`src/rtl/palette_integer_upscaler_top_macros.svh`:
```
`ifndef PALETTE_INTEGER_UPSCALER_TOP_MACROS_SVH
`define PALETTE_INTEGER_UPSCALER_TOP_MACROS_SVH

// same-cycle implication
`define PALUP_ASSERT_NOW(lbl, ante, cons) \
    lbl: assert property (@(posedge i_clk) disable iff (!i_rst_n) (ante) |-> (cons)) \
        else $error("palette upscaler check failed");

// next-cycle implication
`define PALUP_ASSERT_NEXT(lbl, ante, cons) \
    lbl: assert property (@(posedge i_clk) disable iff (!i_rst_n) (ante) |=> (cons)) \
        else $error("palette upscaler check failed");

`endif

```
`src/rtl/palup_pkg.sv`:
```
package palup_pkg;

    localparam logic [10:0] SRC_WIDTH      = 11'd320;
    localparam logic [9:0]  SRC_HEIGHT     = 10'd200;
    localparam logic [10:0] MAX_OUT_WIDTH  = 11'd1280;
    localparam logic [9:0]  MAX_OUT_HEIGHT = 10'd720;
    localparam logic [1:0]  MAX_SCALE      = 2'd3;
    localparam logic [7:0]  ALPHA_OPAQUE   = 8'hFF;
    localparam int          Q_DEPTH        = 4;
    localparam int          Q_AW           = 2;

    typedef enum logic {
        OP_PAL_WRITE = 1'b0,
        OP_DRAW      = 1'b1
    } t_op;

    typedef enum logic {
        CFG_FB_WIDTH  = 1'b0,
        CFG_FB_HEIGHT = 1'b1
    } t_cfg_reg;

    typedef struct packed {
        logic [8:0]  sx;
        logic [7:0]  sy;
        logic [23:0] rgb;
    } t_pix;

    typedef struct packed {
        logic        draw;
        logic [1:0]  scale;
        logic [10:0] off_x;
        logic [9:0]  off_y;
        logic [10:0] fb_w;
        logic [9:0]  fb_h;
    } t_geom;

endpackage

```
`src/rtl/palup_fifo.sv`:
```
module palup_fifo (
    input  logic            i_clk,
    input  logic            i_rst_n,
    input  logic            i_push,
    input  palup_pkg::t_pix i_data,
    output logic            o_afull,
    output logic            o_full,
    output logic            o_valid,
    output palup_pkg::t_pix o_data,
    input  logic            i_pop
);

    localparam int QD = palup_pkg::Q_DEPTH;
    localparam int QA = palup_pkg::Q_AW;

    palup_pkg::t_pix r_mem [QD];
    logic [QA-1:0]   r_wp;
    logic [QA-1:0]   r_rp;
    logic [QA:0]     r_count;
    logic            w_do_push;
    logic            w_do_pop;

    assign w_do_push = i_push && !o_full;
    assign w_do_pop  = i_pop && o_valid;

    always_ff @(posedge i_clk) begin
        if (!i_rst_n) begin
            r_wp    <= '0;
            r_rp    <= '0;
            r_count <= '0;
        end else begin
            if (w_do_push) begin
                r_wp <= r_wp + 1'b1;
            end
            if (w_do_pop) begin
                r_rp <= r_rp + 1'b1;
            end
            case ({w_do_push, w_do_pop})
                2'b10:   r_count <= r_count + 1'b1;
                2'b01:   r_count <= r_count - 1'b1;
                default: r_count <= r_count;
            endcase
        end
        if (w_do_push) begin
            r_mem[r_wp] <= i_data;
        end
    end

    assign o_valid = (r_count != '0);
    assign o_full  = (r_count == (QA+1)'(QD));
    assign o_afull = (r_count >= (QA+1)'(QD - 1));
    assign o_data  = r_mem[r_rp];

endmodule

```
`config.mk`:
```
export PLATFORM = sky130hd
export DESIGN_NAME = palup_fifo
export DESIGN_NICKNAME = d
export VERILOG_FILES = /design/src/rtl/palette_integer_upscaler_top_macros.svh /design/src/rtl/palup_pkg.sv /design/src/rtl/palup_fifo.sv
export SDC_FILE = /design/constraint.sdc
export NUM_CORES = 1
export LEC_CHECK = 0
export ABC_CLOCK_PERIOD_IN_PS = 6020
export BUFFER_PORTS_ARGS = -buffer_cell sky130_fd_sc_hd__buf_2
export CORE_ASPECT_RATIO = 0.7
export CORE_MARGIN = 2
export CORE_UTILIZATION = 35
export CTS_BUF_LIST = sky130_fd_sc_hd__clkbuf_2
export DETAILED_ROUTE_END_ITERATION = 10
export PLACE_DENSITY = 0.65
export SLEW_MARGIN = 20
export SYNTH_ARGS = -nofsm -noshare
export SYNTH_HDL_FRONTEND = slang
export SYNTH_SLANG_ARGS = --single-unit
```
`constraint.sdc`:
```
create_clock -name i_clk -period 6.02 [get_ports i_clk]
set_input_delay 1.204 -clock i_clk [delete_from_list [all_inputs] [get_ports i_clk]]
set_output_delay 1.204 -clock i_clk [all_outputs]
set_load 0.005 [all_outputs]
```
---- After elaboration in Yosys (flattened, before gate mapping) ----
Memory sizes are Yosys's and may differ from the RTL's. A register that Yosys moved wholly into a read port is not among the register bits.
Cells that the tools add are included.
storage, ports and cells
  flip-flop bits (word level) ............. 7
  bits in writable memories ............... 164
  bits of input ports ..................... 45
  output and inout bits ................... 44
  memories ................................ 1
cells by class
  $add $sub $neg .......................... 4
  order comparisons ....................... 1
  eq/ne operators ......................... 3
  multiplexer cells ....................... 5
  reduce and logical (&&, ||, !) cells .... 5
memory list
  name   depth  bits a word  rd ports  clocked after Yosys merged registers in  wr ports  line              text
  r_mem  4      41           1         1                                        1         palup_fifo.sv:16  palup_pkg::t_pix r_mem [QD];
operators by type and width
  operator               count
  $pmux W3 S2            1
  $add A2 B1 Y2 const B  2
  $mux W2                2
  $add A3 B1 Y3 const B  1
  $eq A3 B3 Y1 const B   1
  $ge A3 B2 Y1 const B   1
  $reduce_bool A3 Y1     1
  $sub A3 B1 Y3 const B  1
  $eq A2 B1 Y1 const B   1
  $eq A2 B2 Y1 const B   1
  $logic_and A1 B1 Y1    2
  $mux W1                2
  $reduce_bool A2 Y1     1
  $logic_not A1 Y1       1

---- Longest topological paths before layout ----
  word-level depth ........................ 5
  mapped depth ............................ 10
  gate-level depth less buffers ........... 9

---- Worst setup path after synthesis ----
No wires, ideal clock.
  path type ............................... input-to-reg
  from .................................... input port i_push
  to ...................................... memory r_mem[0][0] (netlist bit), enable pin
  library setup time ...................... 402 ps
  arrival time ............................ 2478 ps
  setup slack ............................. 3139 ps
  stages .................................. 3
  path buffers ............................ 1
  cell sequence ........................... nor2b_1 > buf_6 > and2_1
on the way
  word-level cells in the longest chain between the ends .. 3
ends and longest elaborated chain
  what                           line              text
  from (decl)                    palup_fifo.sv:4   input logic i_push,
  $logic_and A1 B1 Y1            palup_fifo.sv:23  assign w_do_push = i_push && !o_full;
  $mux W1                        palup_fifo.sv:44  if (w_do_push) begin
  $mux W1 (not written as such)  palup_fifo.sv:45  r_mem[r_wp] <= i_data;
  to (decl)                      palup_fifo.sv:16
No other way between the ends.

==> impl_metrics.yaml <==
worst_hold_path:
  min_path_type: "reg -> reg"
floorplan:
  floorplan.rows: 41
  floorplan.initialDensity: 0.359
  placeableCoreArea_um2: 18100
  design.portCount: 89
  chipHeight_um: 118
  die_x_um: 167
  die_outline_area_um2: 19600
clock_network:
  cts_htree_levels: 4
  tritoncts_clock_tree: "yes"
  clkTransAtPathRegs_ps: 270
  post_cts_repair_timing_setup_buffer_count: 0
  number_of_buffers_inserted_during_clock_tree_synthesis: 17
  numClockSinks: 173
  clock_tree.buffer_depth: 2
  ctsHoldBuffers: 0
  post_cts_resized: 0
  cts.root.buffer_cell: "clkbuf_2"
  worst_skew_pair.late_latency_ps: 690
final_layout:
  multiInputGateArea_um2: 1230
  layout_common_cells: "164 x edfxtp_1, 88 x buf_2, 40 x mux4_2, 17 x clkbuf_2, 7 x dfxtp_1"
  areaGrowthSynthToFinish_pct: 14.0
  postLayoutCoreUtil: 0.409
  n_fill_cell: 1608
  num-nets-final: 414
  drive_gt1_frac: 0.447
  regArea_um2: 5110
  final_common_cell: "edfxtp_1"
worst_setup_path:
  cp.arrival_ps: 2430
  path_cells: "mux4_2 > buf_2"
  cpPeakStageDelay_ps: 950
  cpLargestDelayFamily: "flip-flops"
  worst-r2r-setup-slack_ps: 3750
  path_class: "reg -> out"
  worstPathRequired_ps: 4820
  crit_path_top_delay_cell: "dfxtp_4"
  startpoint_type: "register"
  type_of_element_capturing_the_critical_path: "output port"
  crit_buf_inv: 1
  critPathMaxFanout: 41
routing:
  ant_nets: 0
  drt_first_pass_iters: 4
  drt-wirelength-per-cell_um: 18.5
  route.vias.total: 2924
  postRouteWirelength_um: 11300
  route.detailed.vias_per_inst: 4.77
  drt_iter0_markers: 175
  drt_drc_violations_left: 0
placement:
  io_buffer_count: 88
  gpl.final_weighted_congestion: 0.702
synthesis:
  number_of_storage_elements_in_the_synthesis_netlist: 173
  yosysWarnings: 0
  post_synth_instance_area_um2: 6480
  netlist-cell-type-count: 25
  synth.yosys.seq_area_share: 0.788
  syn-mean-instance-area_um2: 24.2
  synthCells: 268
  mapped_nets: 319
timing:
  setup_total_negative_slack_ps: 0
  post-route-period-util: 0.604
  fin_crit_ps: 3640
  timing_hold_violations_final: 0
  worstMarginPinSlew_ps: 1100
  timing.max_slew.rel_slack: 0.268
  grt_setup_unrepaired: "false"
  finalSetupViolCount: 0
  fmaxAchievable_mhz: 275
  final-max-slew-violation-count: 0
  fin_hold_ws_ps: 547
  final.setup_skew_ps: 39.7
power_and_ir_drop:
  cellPowerDensity_nw_per_um2: 383
  p_leak_nw: 2.45
  ir_drop_mv: 0.144
  finalPower_w: 0.00283
grt:
  groute.usage.overall: 0.120
  initial_antenna_violation_count: 1
  grt_max_degree: 42
  grt_pass1_vias: 3023
  overflow_left_after_global_routing: 0
  first_pass_grt_wire_length_um: 17300
status:
  run_status: "complete, no violations"
flow_run:
  drv_cap: 0
registers in the layout, summed over array words and instances, names as in the netlist, named ones only:
register / flops
r_count: 3
r_wp: 2
r_rp: 2
r_mem: 164
layout make-up:
| type | count | area share |
|---|---|---|
| diodes | 1 | 0.000339 |
| clock buffers | 17 | 0.0115 |
| clock inverters | 15 | 0.0266 |
| inverters | 6 | 0.00305 |
| multi-input cells | 77 | 0.167 |
| flip-flops and latches | 173 | 0.692 |
| well taps | 236 | 0.0400 |
| repair buffers | 88 | 0.0597 |
synth_stat cells, drive strengths merged:
| cell | count | share of area |
|---|---|---|
| nor3b | 1 | 0.0019 |
| a21o | 1 | 0.0012 |
| buf | 11 | 0.020 |
| nor2b | 3 | 0.0029 |
| inv | 6 | 0.0035 |
| o21ai | 2 | 0.0015 |
| o311ai | 1 | 0.0025 |
| o31a | 1 | 0.0014 |
| xnor2 | 3 | 0.0041 |
| clkbuf | 1 | 0.00058 |
| or3 | 2 | 0.0019 |
| nand2 | 5 | 0.0029 |
| and2 | 7 | 0.0068 |
| fa | 1 | 0.0031 |
| dfxtp | 9 | 0.028 |
| mux2i | 2 | 0.0031 |
| xor2 | 1 | 0.0014 |
| mux4 | 41 | 0.14 |
| edfxtp | 164 | 0.76 |
| ha | 5 | 0.0097 |
| a21boi | 1 | 0.0012 |
cells by family (layout without fill, tap and decap cells):
logic type,after synthesis,after routing,synth area share
AO/OA/AOI/OAI,6,6,0.00773
other,0,1,0
AND/OR/NAND/NOR,18,18,0.0164
multiplexers,43,43,0.146
buffers and inverters,18,126,0.0236
flip-flops,173,173,0.788
XOR/XNOR,4,4,0.00541
adder cells (fa/ha/maj),6,6,0.0127
worst paths after layout:
| kind | start | end | cells after the start |
|---|---|---|---|
| worst max register to register | r_count[0]$_SDFFE_PN0P_ | r_count[2]$_SDFFE_PN0P_ | 9 |
| worst min register to register | r_wp[0]$_SDFFE_PN0P_ | r_wp[0]$_SDFFE_PN0P_ | 2 |
| worst max-delay path | register | o_data[37] | 2 |
| worst min-delay path | r_wp[0]$_SDFFE_PN0P_ | r_wp[0]$_SDFFE_PN0P_ | 2 |
layer usage:
layer / part of all wire / wire length [um] / GRT usage / vias to the layer above
met1: 0.42 / 4730 / 0.151 / 1493
met5: 0 / 0 / 0 / -
met2: 0.49 / 5590 / 0.192 / 113
met3: 0.077 / 868 / 0.0447 / 13
li1: - / - / - / 1305
met4: 0.013 / 146 / 0.0377 / 0
where the power goes:
group	switching, W	internal, W	total [W]
registers	0.000133	0.00145	0.00159
logic	0.000233	0.000342	0.000575
clock network	0.000420	0.000246	0.000666
total	0.000787	0.00204	0.00283
tightest hold or removal path: stages (launching register included):
cell	delay, ps
dfxtp_1	410
nand2_1	70
mux2i_1	60
per-stage QoR:
step,setup WS (ps),cell area (um2),instances
floorplan,3140,6480,268
global placement,2980,7090,580
global route,2100,7380,613
CTS,2230,7380,612
detailed placement,2880,7090,580
finish,2380,7380,613
Note: power is estimated with default switching activity, not from simulation.
