[src/rtl/palette_integer_upscaler_top_macros.svh]
`ifndef PALETTE_INTEGER_UPSCALER_TOP_MACROS_SVH
`define PALETTE_INTEGER_UPSCALER_TOP_MACROS_SVH

// same-cycle implication
`define PALUP_ASSERT_NOW(lbl, ante, cons) \
    lbl: assert property (@(posedge i_clk) disable iff (!i_rst_n) (ante) |-> (cons)) \
        else $error("palette upscaler check failed");

// next-cycle implication
`define PALUP_ASSERT_NEXT(lbl, ante, cons) \
    lbl: assert property (@(posedge i_clk) disable iff (!i_rst_n) (ante) |=> (cons)) \
        else $error("palette upscaler check failed");

`endif

[src/rtl/palup_pkg.sv]
package palup_pkg;

    localparam logic [10:0] SRC_WIDTH      = 11'd320;
    localparam logic [9:0]  SRC_HEIGHT     = 10'd200;
    localparam logic [10:0] MAX_OUT_WIDTH  = 11'd1280;
    localparam logic [9:0]  MAX_OUT_HEIGHT = 10'd720;
    localparam logic [1:0]  MAX_SCALE      = 2'd3;
    localparam logic [7:0]  ALPHA_OPAQUE   = 8'hFF;
    localparam int          Q_DEPTH        = 4;
    localparam int          Q_AW           = 2;

    typedef enum logic {
        OP_PAL_WRITE = 1'b0,
        OP_DRAW      = 1'b1
    } t_op;

    typedef enum logic {
        CFG_FB_WIDTH  = 1'b0,
        CFG_FB_HEIGHT = 1'b1
    } t_cfg_reg;

    typedef struct packed {
        logic [8:0]  sx;
        logic [7:0]  sy;
        logic [23:0] rgb;
    } t_pix;

    typedef struct packed {
        logic        draw;
        logic [1:0]  scale;
        logic [10:0] off_x;
        logic [9:0]  off_y;
        logic [10:0] fb_w;
        logic [9:0]  fb_h;
    } t_geom;

endpackage

[src/rtl/palup_back.sv]
module palup_back (
    input  logic             i_clk,
    input  logic             i_rst_n,
    input  palup_pkg::t_geom i_geom,
    input  logic             i_q_valid,
    input  palup_pkg::t_pix  i_q_data,
    output logic             o_q_pop,
    output logic             o_empty,
    input  logic             i_pop,
    output logic [10:0]      o_out_x,
    output logic [9:0]       o_out_y,
    output logic [31:0]      o_argb,
    output logic             o_last
);

    // address stage
    logic        r_a_v;
    logic [11:0] r_a_x0;
    logic [11:0] r_a_y0;
    logic [23:0] r_a_rgb;
    logic [10:0] w_mx;
    logic [9:0]  w_my;

    // clip at hand-over to the emitter
    logic [11:0] w_remx;
    logic [11:0] w_remy;
    logic [1:0]  w_nx;
    logic [1:0]  w_ny;
    logic        w_a_work;
    logic        w_a_take;

    // emitter
    logic        r_e_v;
    logic [11:0] r_e_x0;
    logic [11:0] r_e_y0;
    logic [1:0]  r_e_nx;
    logic [1:0]  r_e_ny;
    logic [1:0]  r_e_dx;
    logic [1:0]  r_e_dy;
    logic [23:0] r_e_rgb;
    logic        w_e_adv;
    logic        w_e_row_end;
    logic        w_e_last;
    logic        w_e_free;

    // output register
    logic        r_o_v;
    logic [10:0] r_o_x;
    logic [9:0]  r_o_y;
    logic [23:0] r_o_rgb;
    logic        r_o_last;

    assign w_mx = 11'(i_q_data.sx) * 11'(i_geom.scale);
    assign w_my = 10'(i_q_data.sy) * 10'(i_geom.scale);

    assign w_remx = 12'(i_geom.fb_w) - r_a_x0;
    assign w_remy = 12'(i_geom.fb_h) - r_a_y0;

    always_comb begin
        if (r_a_x0 >= 12'(i_geom.fb_w)) begin
            w_nx = 2'd0;
        end else if (w_remx >= 12'(i_geom.scale)) begin
            w_nx = i_geom.scale;
        end else begin
            w_nx = w_remx[1:0];
        end
        if (r_a_y0 >= 12'(i_geom.fb_h)) begin
            w_ny = 2'd0;
        end else if (w_remy >= 12'(i_geom.scale)) begin
            w_ny = i_geom.scale;
        end else begin
            w_ny = w_remy[1:0];
        end
    end

    assign w_a_work    = i_geom.draw && (w_nx != 2'd0) && (w_ny != 2'd0);
    assign w_e_adv     = r_e_v && (!r_o_v || i_pop);
    assign w_e_row_end = (r_e_dx == r_e_nx - 2'd1);
    assign w_e_last    = w_e_row_end && (r_e_dy == r_e_ny - 2'd1);
    assign w_e_free    = !r_e_v || (w_e_adv && w_e_last);
    assign w_a_take    = r_a_v && w_e_free;
    assign o_q_pop     = i_q_valid && (!r_a_v || w_a_take);

    always_ff @(posedge i_clk) begin
        if (!i_rst_n) begin
            r_a_v <= 1'b0;
        end else if (o_q_pop) begin
            r_a_v <= 1'b1;
        end else if (w_a_take) begin
            r_a_v <= 1'b0;
        end
        if (o_q_pop) begin
            r_a_x0  <= 12'(i_geom.off_x) + 12'(w_mx);
            r_a_y0  <= 12'(i_geom.off_y) + 12'(w_my);
            r_a_rgb <= i_q_data.rgb;
        end
    end

    always_ff @(posedge i_clk) begin
        if (!i_rst_n) begin
            r_e_v  <= 1'b0;
            r_e_dx <= 2'd0;
            r_e_dy <= 2'd0;
        end else if (w_a_take && w_a_work) begin
            r_e_v  <= 1'b1;
            r_e_dx <= 2'd0;
            r_e_dy <= 2'd0;
        end else if (w_e_adv && w_e_last) begin
            r_e_v <= 1'b0;
        end else if (w_e_adv) begin
            if (w_e_row_end) begin
                r_e_dx <= 2'd0;
                r_e_dy <= r_e_dy + 2'd1;
            end else begin
                r_e_dx <= r_e_dx + 2'd1;
            end
        end
        if (w_a_take && w_a_work) begin
            r_e_x0  <= r_a_x0;
            r_e_y0  <= r_a_y0;
            r_e_nx  <= w_nx;
            r_e_ny  <= w_ny;
            r_e_rgb <= r_a_rgb;
        end
    end

    always_ff @(posedge i_clk) begin
        if (!i_rst_n) begin
            r_o_v <= 1'b0;
        end else if (w_e_adv) begin
            r_o_v <= 1'b1;
        end else if (i_pop) begin
            r_o_v <= 1'b0;
        end
        if (w_e_adv) begin
            r_o_x    <= 11'(r_e_x0 + 12'(r_e_dx));
            r_o_y    <= 10'(r_e_y0 + 12'(r_e_dy));
            r_o_rgb  <= r_e_rgb;
            r_o_last <= w_e_last;
        end
    end

    assign o_empty = !r_o_v;
    assign o_out_x = r_o_x;
    assign o_out_y = r_o_y;
    assign o_argb  = {palup_pkg::ALPHA_OPAQUE, r_o_rgb};
    assign o_last  = r_o_last;

endmodule

[config.mk]
export PLATFORM = sky130hd
export DESIGN_NAME = palup_back
export DESIGN_NICKNAME = d
export VERILOG_FILES = /design/src/rtl/palette_integer_upscaler_top_macros.svh /design/src/rtl/palup_pkg.sv /design/src/rtl/palup_back.sv
export SDC_FILE = /design/constraint.sdc
export NUM_CORES = 1
export LEC_CHECK = 0
export BUFFER_PORTS_ARGS = -buffer_cell sky130_fd_sc_hd__buf_2
export CORE_MARGIN = 3
export CORE_UTILIZATION = 30
export DETAILED_ROUTE_END_ITERATION = 7
export PLACE_DENSITY = 0.45
export SYNTH_ARGS = -nofsm -noshare
export SYNTH_HDL_FRONTEND = slang
export SYNTH_SLANG_ARGS = --single-unit
export TNS_END_PERCENT = 30
[constraint.sdc]
create_clock -name i_clk -period 14.1 [get_ports i_clk]
set_input_delay 0 -clock i_clk [delete_from_list [all_inputs] [get_ports i_clk]]
set_output_delay 0 -clock i_clk [all_outputs]
set_load 0.05 [all_outputs]
# After elaboration in Yosys (flattened, before gate mapping)
# Index checks and enable logic that the tools add are counted.
dict set report word_totals {
  regBits 149
  input_bits 90
  out_inout_bits 56
  elab_cells 70
}
dict set report classes {
  add_sub_neg 10
  multipliers 2
  magnitude_cmp 4
  n_eq_ne 2
  muxes 11
  bitwise_logic 2
  reduce_logical 22
}
# op count
set ops {}
lappend ops {{$ge 12x2->1} 2}
lappend ops {{$add 11x11->12} 1}
lappend ops {{$ge 12x11->1} 1}
lappend ops {{$sub 10x11->12} 1}
lappend ops {{$sub 11x12->12} 1}
lappend ops {{$add 10x10->11} 1}
lappend ops {{$add 11x2->11} 1}
lappend ops {{$ge 11x10->1} 1}
lappend ops {{$mul 9x2->11} 1}
lappend ops {{$add 10x2->10} 1}
lappend ops {{$mul 8x2->10} 1}
lappend ops {{$mux 2} 5}
lappend ops {{$reduce_bool 2->1} 5}
lappend ops {{$logic_and 1x1->1} 8}
lappend ops {{$mux 1} 6}
lappend ops {{$add 2x1->2 const B} 2}
lappend ops {{$eq 2x2->1} 2}
lappend ops {{$sub 2x1->2 const B} 2}
lappend ops {{$logic_not 1->1} 3}
lappend ops {{$logic_or 1x1->1} 3}
lappend ops {{$reduce_and 3->1} 1}
lappend ops {{$not 1->1} 2}
lappend ops {{$reduce_and 2->1} 1}
lappend ops {{$reduce_or 2->1} 1}

# Logic depth before layout (Yosys ltp)
# Gate-level depths: netlist of the first run.
dict set report depth {
  depth_word 9
  mapped_depth 16
  ltp_nobuf 14
}

# Worst setup path before layout of the first run
# Ideal clock, no wire load.
dict set report synth_path {
  path_type {register -> register}
  startpoint {register r_e_nx[1]}
  endpoint {register r_a_rgb[0], enable pin}
  arrival_time_ns 5.514
  required_time_ns 13.524
  path_slack_ns 8.009
  path_stages_with_launch 6
  path_buffers 0
  synth_period_minus_slack_ns 6.091
  path_cell_list {edfxtp_1 xnor2_1 mux2i_1 nor2_1 a21oi_1 a21boi_0}
}
dict set report synth_via {
  elab_chain_len 8
}
# element line_no
set synth_lines {}
lappend synth_lines {{start, declared} palup_back.sv:36} ;# logic [1:0] r_e_nx;
lappend synth_lines {{start signal, assigned} palup_back.sv:121} ;# r_e_nx <= w_nx;
lappend synth_lines {{$sub 2x1->2} palup_back.sv:78} ;# assign w_e_row_end = (r_e_dx == r_e_nx - 2'd1);
lappend synth_lines {{$eq 2x2->1} palup_back.sv:78}
lappend synth_lines {{$logic_and 1x1->1} palup_back.sv:79} ;# assign w_e_last = w_e_row_end && (r_e_dy == r_e_ny - 2'd1);
lappend synth_lines {{net w_e_last} palup_back.sv:43} ;# logic w_e_last;
lappend synth_lines {{$logic_and 1x1->1} palup_back.sv:80} ;# assign w_e_free = !r_e_v || (w_e_adv && w_e_last);
lappend synth_lines {{$logic_or 1x1->1} palup_back.sv:80}
lappend synth_lines {{$logic_and 1x1->1} palup_back.sv:81} ;# assign w_a_take = r_a_v && w_e_free;
lappend synth_lines {{$logic_or 1x1->1} palup_back.sv:82} ;# assign o_q_pop = i_q_valid && (!r_a_v || w_a_take);
lappend synth_lines {{$logic_and 1x1->1} palup_back.sv:82}
lappend synth_lines {{net o_q_pop} palup_back.sv:7} ;# output logic o_q_pop,
lappend synth_lines {{end signal, assigned} palup_back.sv:95} ;# r_a_rgb <= i_q_data.rgb;
lappend synth_lines {{end, declared} palup_back.sv:20} ;# logic [23:0] r_a_rgb;
# The timed path passes the listed nets, and every way through them passes these cells.
# A chain may end at the register's enable or synchronous reset.

# Final worst setup path of the first run
dict set report layout_path {
  startpoint {register r_a_y0[0]}
  endpoint {register r_e_x0[2], enable pin}
}
dict set report layout_via {
  elab_chain_len 7
  word_cells_on_any_way 8
  cone_classes {add/sub: 1; order compare: 2; mux: 2; reduce/logical: 3}
}
# element line_no
set layout_lines {}
lappend layout_lines {{start, declared} palup_back.sv:19} ;# logic [11:0] r_a_y0;
lappend layout_lines {{start signal, assigned} palup_back.sv:94} ;# r_a_y0 <= 12'(i_geom.off_y) + 12'(w_my);
lappend layout_lines {{$sub 10x11->12} palup_back.sv:57} ;# assign w_remy = 12'(i_geom.fb_h) - r_a_y0;
lappend layout_lines {{$ge 12x2->1} palup_back.sv:69} ;# end else if (w_remy >= 12'(i_geom.scale)) begin
lappend layout_lines {{$mux 2} palup_back.sv:69}
lappend layout_lines {{$mux 2 *} palup_back.sv:67} ;# if (r_a_y0 >= 12'(i_geom.fb_h)) begin
lappend layout_lines {{$reduce_bool 2->1 *} palup_back.sv:76} ;# assign w_a_work = i_geom.draw && (w_nx != 2'd0) && (w_ny != 2'd0);
lappend layout_lines {{$logic_and 1x1->1 *} palup_back.sv:76}
lappend layout_lines {{$logic_and 1x1->1 *} palup_back.sv:118} ;# if (w_a_take && w_a_work) begin
lappend layout_lines {{end signal, assigned} palup_back.sv:119} ;# r_e_x0 <= r_a_x0;
lappend layout_lines {{end, declared} palup_back.sv:34} ;# logic [11:0] r_e_x0;
# Every way passes the cells marked *; elsewhere a longest branch is shown, timed or not.

==> summary.md, run 1 <==
| Metric | Value |
|---|---|
| EDFF count, synth | `142` |
| Cells after Synth | `641` |
| Mapped Avg Cell Area | `12.26 sq um` |
| Setup total negative slack | `0 ns` |
| CP Capture Point | `r_e_x0[2]` |
| CTS root buf | `clkbuf_16` |
| Layout cell share with drive strength beyond 1 | `22.37%` |
| Mapped Area | `0.007861 sq mm` |
| R2R Setup Slk | `9.87 ns` |
| Pre-CTS setup slack | `9.796 ns` |
| Total GRT Usage | `11.38%` |
| Layout Nets | `986` |
| Die Y | `167.9 um` |
| Kind of critical path | `flip-flop to flip-flop` |
| Initial Util | `30.86%` |
| Distinct cell type count after synthesis | `63` |
| Die ar. | `0.02818 sq mm` |
| Detailed Routing Iterations Pass 1 | `4` |
| Highest metal used | `met5` |
| I/O pin count | `146` |
| Hold Crit Class | `input port to flip-flop` |
| Clk sinks | `149` |
| Die Wd | `167.9 um` |
| # setup viols final | `0` |
| Asr flop ratio synth | `0%` |
| CP max FO | `25` |
| Startpoint Class | `flip-flop` |
| Cell area after layout | `0.009802 sq mm` |
| Post-DRT Antenna Nets | `0` |
| Max-cap viol count | `0` |
| Vias per cell | `4.321` |
| Fin worst setup slack | `9.873 ns` |
| Port bufs | `137` |
| 1st-iter DRT viols | `231` |
| Sequential share of the synthesized area | `56.02%` |
| Largest net degree at the start of global routing | `47` |
| Post-CTS Repair Setup Buffers | `0` |
| Yosys warns | `0` |
| Reg2Reg Depth | `12` |
| WL met1 | `7694 um` |
| Total number of vias | `5,043` |
| Post-DP HPWL | `12,570 um` |
| Synthesis-to-finish area growth | `24.69%` |
| Slew Viols, Final | `0` |
| Outcome | `complete, no violations` |
| Final Cycle Share | `29.98%` |
| Core ar. | `0.02547 sq mm` |
| Fin crit period | `4.227 ns` |
| Peak VDD IR | `0.00007992 V` |
| Worst-Margin Slew | `0.9571 ns` |
| Reg2Reg Launch Point | `r_a_y0[0]` |
| Highest Clock Rate | `236.6 MHz` |
| Crit path launch | `r_a_y0[0]` |
| Clock Path Buffers | `2` |
| Worst rel slew slack | `36.10%` |
| CP required | `14.18 ns` |
| Smallest hold slack | `0.02205 ns` |
| Post-DP Area | `0.008934 sq mm` |
| Final Skew | `0.009654 ns` |
| Vias in the first global route | `5,170` |
| Cell row count | `58` |
| Worst-Skew Late Latency | `0.41 ns` |
| DRC | `0` |
| First-pass GRT wire length | `25,490 um` |
| Met2 WL | `7241 um` |
| Clk slew on worst S/H paths | `0.06 ns` |
| Crit path DAT | `4.31 ns` |
| Unrepaired setup endpoints after global routing | `no` |
| H-tree levels | `4` |
| FF+latch count, synth | `149` |
| WL met3 | `859 um` |
| CTS tree | `built` |
| Final hold violations | `0` |
| Remaining global-route overflow | `0` |
| Reg2reg end | `r_e_x0[2]` |
| CTS buffer count | `17` |
| Initial antenna violation count | `2` |
| GPL Wtd Cong | `0.7990` |
| Pwr per Cell Area | `120.2 mW/mm^2` |
| Post-Route WL | `15,970 um` |
| Power Total | `1.178 mW` |
| Endpoint class of the critical path | `flip-flop` |
| Top FF cell, synth | `edfxtp_1` |
| Routed len/inst | `13.68 um` |
| Leak | `4.150 nW` |
[routing by layer]
layer / global-route usage [%] / vias up
met1: 15.25 / 2304
met4: 3.237 / 2
met3: 2.982 / 14
met5: 0 / -
li1: - / 2595
met2: 18.31 / 128
[Yosys cell counts (3+ instances only)]
| master | count | area, sq um |
|---|---|---|
| clkbuf_1 | 3 | 11.26 |
| o21ai_0 | 18 | 90.09 |
| nand3_1 | 12 | 60.06 |
| nand2_1 | 54 | 202.7 |
| and3_1 | 9 | 56.30 |
| ha_1 | 52 | 650.6 |
| buf_4 | 8 | 60.06 |
| nand2b_1 | 7 | 43.79 |
| mux2i_1 | 7 | 70.07 |
| xor2_1 | 10 | 87.58 |
| edfxtp_1 | 142 | 4264 |
| and2_1 | 7 | 43.79 |
| o21a_1 | 6 | 45.04 |
| a21oi_1 | 29 | 145.1 |
| nor2b_1 | 11 | 68.82 |
| a21boi_0 | 6 | 45.04 |
| nor2_1 | 25 | 93.84 |
| o22ai_1 | 3 | 18.77 |
| fa_1 | 21 | 420.4 |
| inv_1 | 103 | 386.6 |
| o21bai_1 | 5 | 37.54 |
| a211oi_1 | 3 | 22.52 |
| dfxtp_1 | 7 | 140.1 |
| xnor2_1 | 33 | 289.0 |
| nand4_1 | 5 | 31.28 |
| a21o_1 | 8 | 60.06 |
| nand3b_1 | 3 | 22.52 |
[cell type report]
cell class | count | area [sq um]
Tap cell | 330 | 412.9
Clock buffer | 17 | 425.4
Inverter | 103 | 386.6
Timing Repair Buffer | 169 | 1001
Antenna cell | 1 | 2.502
Sequential cell | 149 | 4404
Fill cell | 2479 | 15670
Multi-Input combinational cell | 383 | 3029
Clock inverter | 15 | 140.1
[cell families (layout without fill, tap and decap cells)]
| logic type | after synthesis | after routing | share of synthesized area (%) |
|---|---|---|---|
| other | 1 | 9 | 0.04770 |
| DFF | 149 | 149 | 56.02 |
| buffers and inverters | 116 | 304 | 5.937 |
| adders and majority gates | 73 | 73 | 13.62 |
| xor gates and xnor gates | 43 | 43 | 4.791 |
| AOI/OAI and AO/OA | 101 | 101 | 8.388 |
| muxes | 10 | 10 | 1.417 |
| and+or+nand+nor | 148 | 148 | 9.772 |
[registers in the layout, indices dropped and copies added, names as in the netlist]
| signal | count |
|---|---|
| r_e_dx | 2 |
| r_e_dy | 2 |
| o_out_y | 10 |
| o_out_x | 11 |
| r_e_ny | 2 |
| r_a_x0 | 12 |
| r_e_v | 1 |
| r_e_rgb | 24 |
| r_o_rgb | 24 |
| r_e_nx | 2 |
| r_a_v | 1 |
| r_o_v | 1 |
| r_a_y0 | 11 |
| o_last | 1 |
| r_e_y0 | 10 |
| r_a_rgb | 24 |
| r_e_x0 | 11 |
[worst max-delay path, stage by stage, from the launching register on]
cell and delay (ns):
edfxtp_1 0.40, ha_1 0.21, inv_1 0.07, fa_1 0.44, ha_1 0.28, o21ai_0 0.07, nand4_1 0.10, or4_4 0.43
nor4b_4 0.38, mux2i_1 0.28, and3b_4 0.25, and2_2 0.54, buf_4 0.43
[layout by cell type, fill, tap and decap left out, types with 6 or more instances in the layout]
cell / synthesis / routed
edfxtp_1: 142 / 142
buf_2: 1 / 137
inv_1: 103 / 102
nand2_1: 54 / 54
ha_1: 52 / 52
xnor2_1: 33 / 33
dlygate4sd3_1: 0 / 30
a21oi_1: 29 / 29
nor2_1: 25 / 25
fa_1: 21 / 21
o21ai_0: 18 / 18
clkbuf_16: 0 / 17
nand3_1: 12 / 12
nor2b_1: 11 / 11
xor2_1: 10 / 10
and3_1: 9 / 9
a21o_1: 8 / 8
conb_1: 1 / 8
nand2b_1: 7 / 7
mux2i_1: 7 / 7
dfxtp_1: 7 / 7
o21a_1: 6 / 6
and2_1: 7 / 6
inv_6: 0 / 6
[through the flow]
step,utilization [%],instances
after floorplan,-,648
after CTS,38.47,1166
final,38.48,1167
after global placement,35.07,1104
after global routing,38.48,1167
after detailed placement,35.07,1104
[what timing repair did]
item                      4_1_cts  5_1_grt
gates resized for setup         0        0
hold endpoints to repair       33        0
hold buffers                   30        0
[worst min-delay path by stage]
stage	start	endpoint	slack (ns)	cells past startpoint
after floorplan	i_q_data[0]	r_a_rgb[0]	0.1	0
after global placement	i_q_data[1]	r_a_rgb[1]	0.18	1
after detailed placement	i_q_data[5]	r_a_rgb[5]	0.18	1
after CTS	i_geom[30]	r_a_y0[10]	0.007	4
after global routing	i_q_data[32]	r_a_x0[0]	0.05	3
final	i_geom[30]	r_a_y0[10]	0.02	4
[power breakdown]
part,switching (mW),total [mW],internal [mW]
registers,0.0116,0.522,0.510
clock network,0.189,0.421,0.232
logic,0.133,0.235,0.102
Note: power is estimated with default switching activity, not from simulation.
==> inputs of run 2 (changes only) <==
- PLACE_DENSITY: 0.45 -> 0.47
- clock period: 14.1 -> 3.5 ns (I/O delays scaled with it)
==> run 2 against run 1 <==
Compared with the run above: fmax is 21% higher; final cell count grew 1.5%; sequential power increased to 4.0 times the previous value; via count rose by 0.32%; global-route usage down 0.27 points; register-to-register slack got worse by 9.9 ns; sequential share of layout area down 1.2 points; combinational power increased to 4.1 times the previous value; clock skew increased by 0.0039 ns; sequential cell count unchanged; critical path depth rose by 1; die area did not move; largest cell class unchanged.
==> summary.md, run 2 (same netlist as run 1, synthesis figures left out) <==
| Metric | Value |
|---|---|
| Vias per cell | `4.269` |
| Ant diodes | `0` |
| Highest Clock Rate | `286.9 MHz` |
| Outcome | `complete, no violations` |
| Clock Path Buffers | `2` |
| Peak VDD IR | `0.0003473 V` |
| Reg2Reg Launch Point | `r_a_y0[0]` |
| R2R Setup Slk | `0.01 ns` |
| CTS root buf | `clkbuf_16` |
| Synthesis-to-finish area growth | `28.03%` |
| GPL Wtd Cong | `0.8375` |
| # setup viols final | `0` |
| H-tree levels | `4` |
| DRC | `0` |
| Detailed Routing Iterations Pass 1 | `4` |
| Pwr per Cell Area | `479.1 mW/mm^2` |
| Cell row count | `58` |
| Port bufs | `137` |
| Reg2Reg Depth | `13` |
| Biggest regs | `r_a_rgb (24), r_e_rgb (24), r_o_rgb (24)` |
| I/O pin count | `146` |
| CP required | `3.63 ns` |
| Commonest non-fill, non-tap cell in the layout | `edfxtp_1` |
| Inst Count DP | `1,115` |
| Clk slew on worst S/H paths | `0.07 ns` |
| First-pass GRT wire length | `24,720 um` |
| Post-DP Area | `0.009029 sq mm` |
| Fin cells | `1,185` |
| Worst-Skew Late Latency | `0.42 ns` |
| Vias in the first global route | `4,973` |
| Max-cap viol count | `0` |
| Final Cycle Share | `99.59%` |
| Final Skew | `0.01355 ns` |
| Total number of vias | `5,059` |
| Endpoint class of the critical path | `flip-flop` |
| Cell area after layout | `0.01006 sq mm` |
| Setup total negative slack | `0 ns` |
| CTS tree | `built` |
| Kind of critical path | `flip-flop to flip-flop` |
| Slew Viols, Final | `0` |
| CTS buffer count | `17` |
| Hold Crit Class | `input port to flip-flop` |
| Most frequent cells in the layout | `142 x edfxtp_1, 137 x buf_2, 101 x inv_1` |
| Startpoint Class | `flip-flop` |
| Unrepaired setup endpoints after global routing | `yes` |
| Remaining global-route overflow | `0` |
| Initial antenna violation count | `1` |
| Die ar. | `0.02818 sq mm` |
| WHS Endpoint | `r_a_y0[10]` |
| Die Wd | `167.9 um` |
| Post-Route WL | `15,590 um` |
| Reg2reg end | `r_e_rgb[15]` |
| Fin crit period | `3.486 ns` |
| Routed len/inst | `13.15 um` |
| CP max FO | `12` |
| Total GRT Usage | `11.11%` |
| Final hold violations | `0` |
| Largest net degree at the start of global routing | `47` |
| Worst rel slew slack | `35.82%` |
| Leak | `4.290 nW` |
| Hold path depth | `4` |
| Min-delay src | `i_geom[30]` |
| Layout cell share with drive strength beyond 1 | `24.56%` |
| Core ar. | `0.02547 sq mm` |
| Number of fillers in the final layout | `2,464` |
| Smallest hold slack | `0.01632 ns` |
| Crit path DAT | `3.61 ns` |
| 1st-iter DRT viols | `234` |
| Worst-Margin Slew | `0.9612 ns` |
| Post-DRT Antenna Nets | `0` |
| Die Y | `167.9 um` |
| Layout Nets | `1,005` |
| Post-DP HPWL | `12,050 um` |
| Initial Util | `30.86%` |
| Clk sinks | `149` |
-- run 2: cell types whose count changed in the layout (fill, tap and decap cells not counted), moves of 2 or more --
| cell | previous run | this run |
|---|---|---|
| buf_8 | 0 | 2 |
| buf_4 | 2 | 13 |
| clkinvlp_4 | 3 | 1 |
| clkinv_4 | 2 | 0 |
| inv_8 | 1 | 4 |
| buf_12 | 0 | 3 |
-- run 2: repair_timing --
item,CTS,global route
gates resized for setup,6,6
gates cloned,1,1
hold endpoints to repair,33,0
pin swaps,4,5
hold buffers,30,0
buffers inserted,4,2
endpoints found under the setup margin,49,49
-- run 2: worst max-delay path, cell delays in order, from the launching register on --
cell and delay (ns):
edfxtp_1 0.40, ha_2 0.19, inv_2 0.05, fa_1 0.43
ha_1 0.30, o21ai_2 0.06, nand4_1 0.10, or4_4 0.43
nor4b_4 0.31, mux2i_1 0.26, and3b_4 0.22, and2_4 0.18
buf_12 0.12, buf_12 0.13
-- run 2: power by group --
part	switching [mW]	internal (mW)
Clock	0.803	0.955
Combinational	0.531	0.433
Sequential	0.0460	2.05
-- run 2: area by class of cell --
class                      count  area (sq um)  area share, %
inverter                     103         386.6          3.841
sequential                   149          4404          43.76
clock buffer                  17         425.4          4.227
tap                          330         412.9          4.102
timing repair buffer         188          1237          12.29
multi-input combinational    383          3040          30.21
clock inverter                15         157.7          1.566
-- run 2: layer usage --
layer / wire, um / global-route usage (%) / vias up
met5: 13 / 0 / -
met4: 212 / 3.308 / 2
met3: 798 / 2.677 / 13
met2: 6894 / 17.30 / 132
met1: 7666 / 15.47 / 2291
li1: - / - / 2621
-- run 2: metrics by stage --
stage	total power, mW	setup slack [ns]	utilization, %
4_1_cts	4.887	-0.02383	39.28
2_1_floorplan	2.820	-0.8017	-
5_1_grt	5.109	-0.1683	39.51
3_3_place_gp	3.073	0.02839	35.45
3_5_place_dp	3.065	-0.05095	35.45
6_report	4.822	0.01437	39.51
-- run 2: worst max-delay path by stage --
| stage | startpoint | end | slack, ns |
|---|---|---|---|
| finish | r_a_y0[0] | r_e_rgb[15] | 0.01 |
| global route | r_a_y0[0] | r_e_rgb[2] | -0.17 |
| CTS | r_a_y0[0] | r_e_rgb[4] | -0.02 |
| detailed placement | r_a_x0[0] | r_e_x0[9] | -0.05 |
| global placement | r_a_x0[0] | r_e_x0[9] | 0.03 |
| floorplan | r_a_y0[0] | r_e_nx[0] | -0.80 |
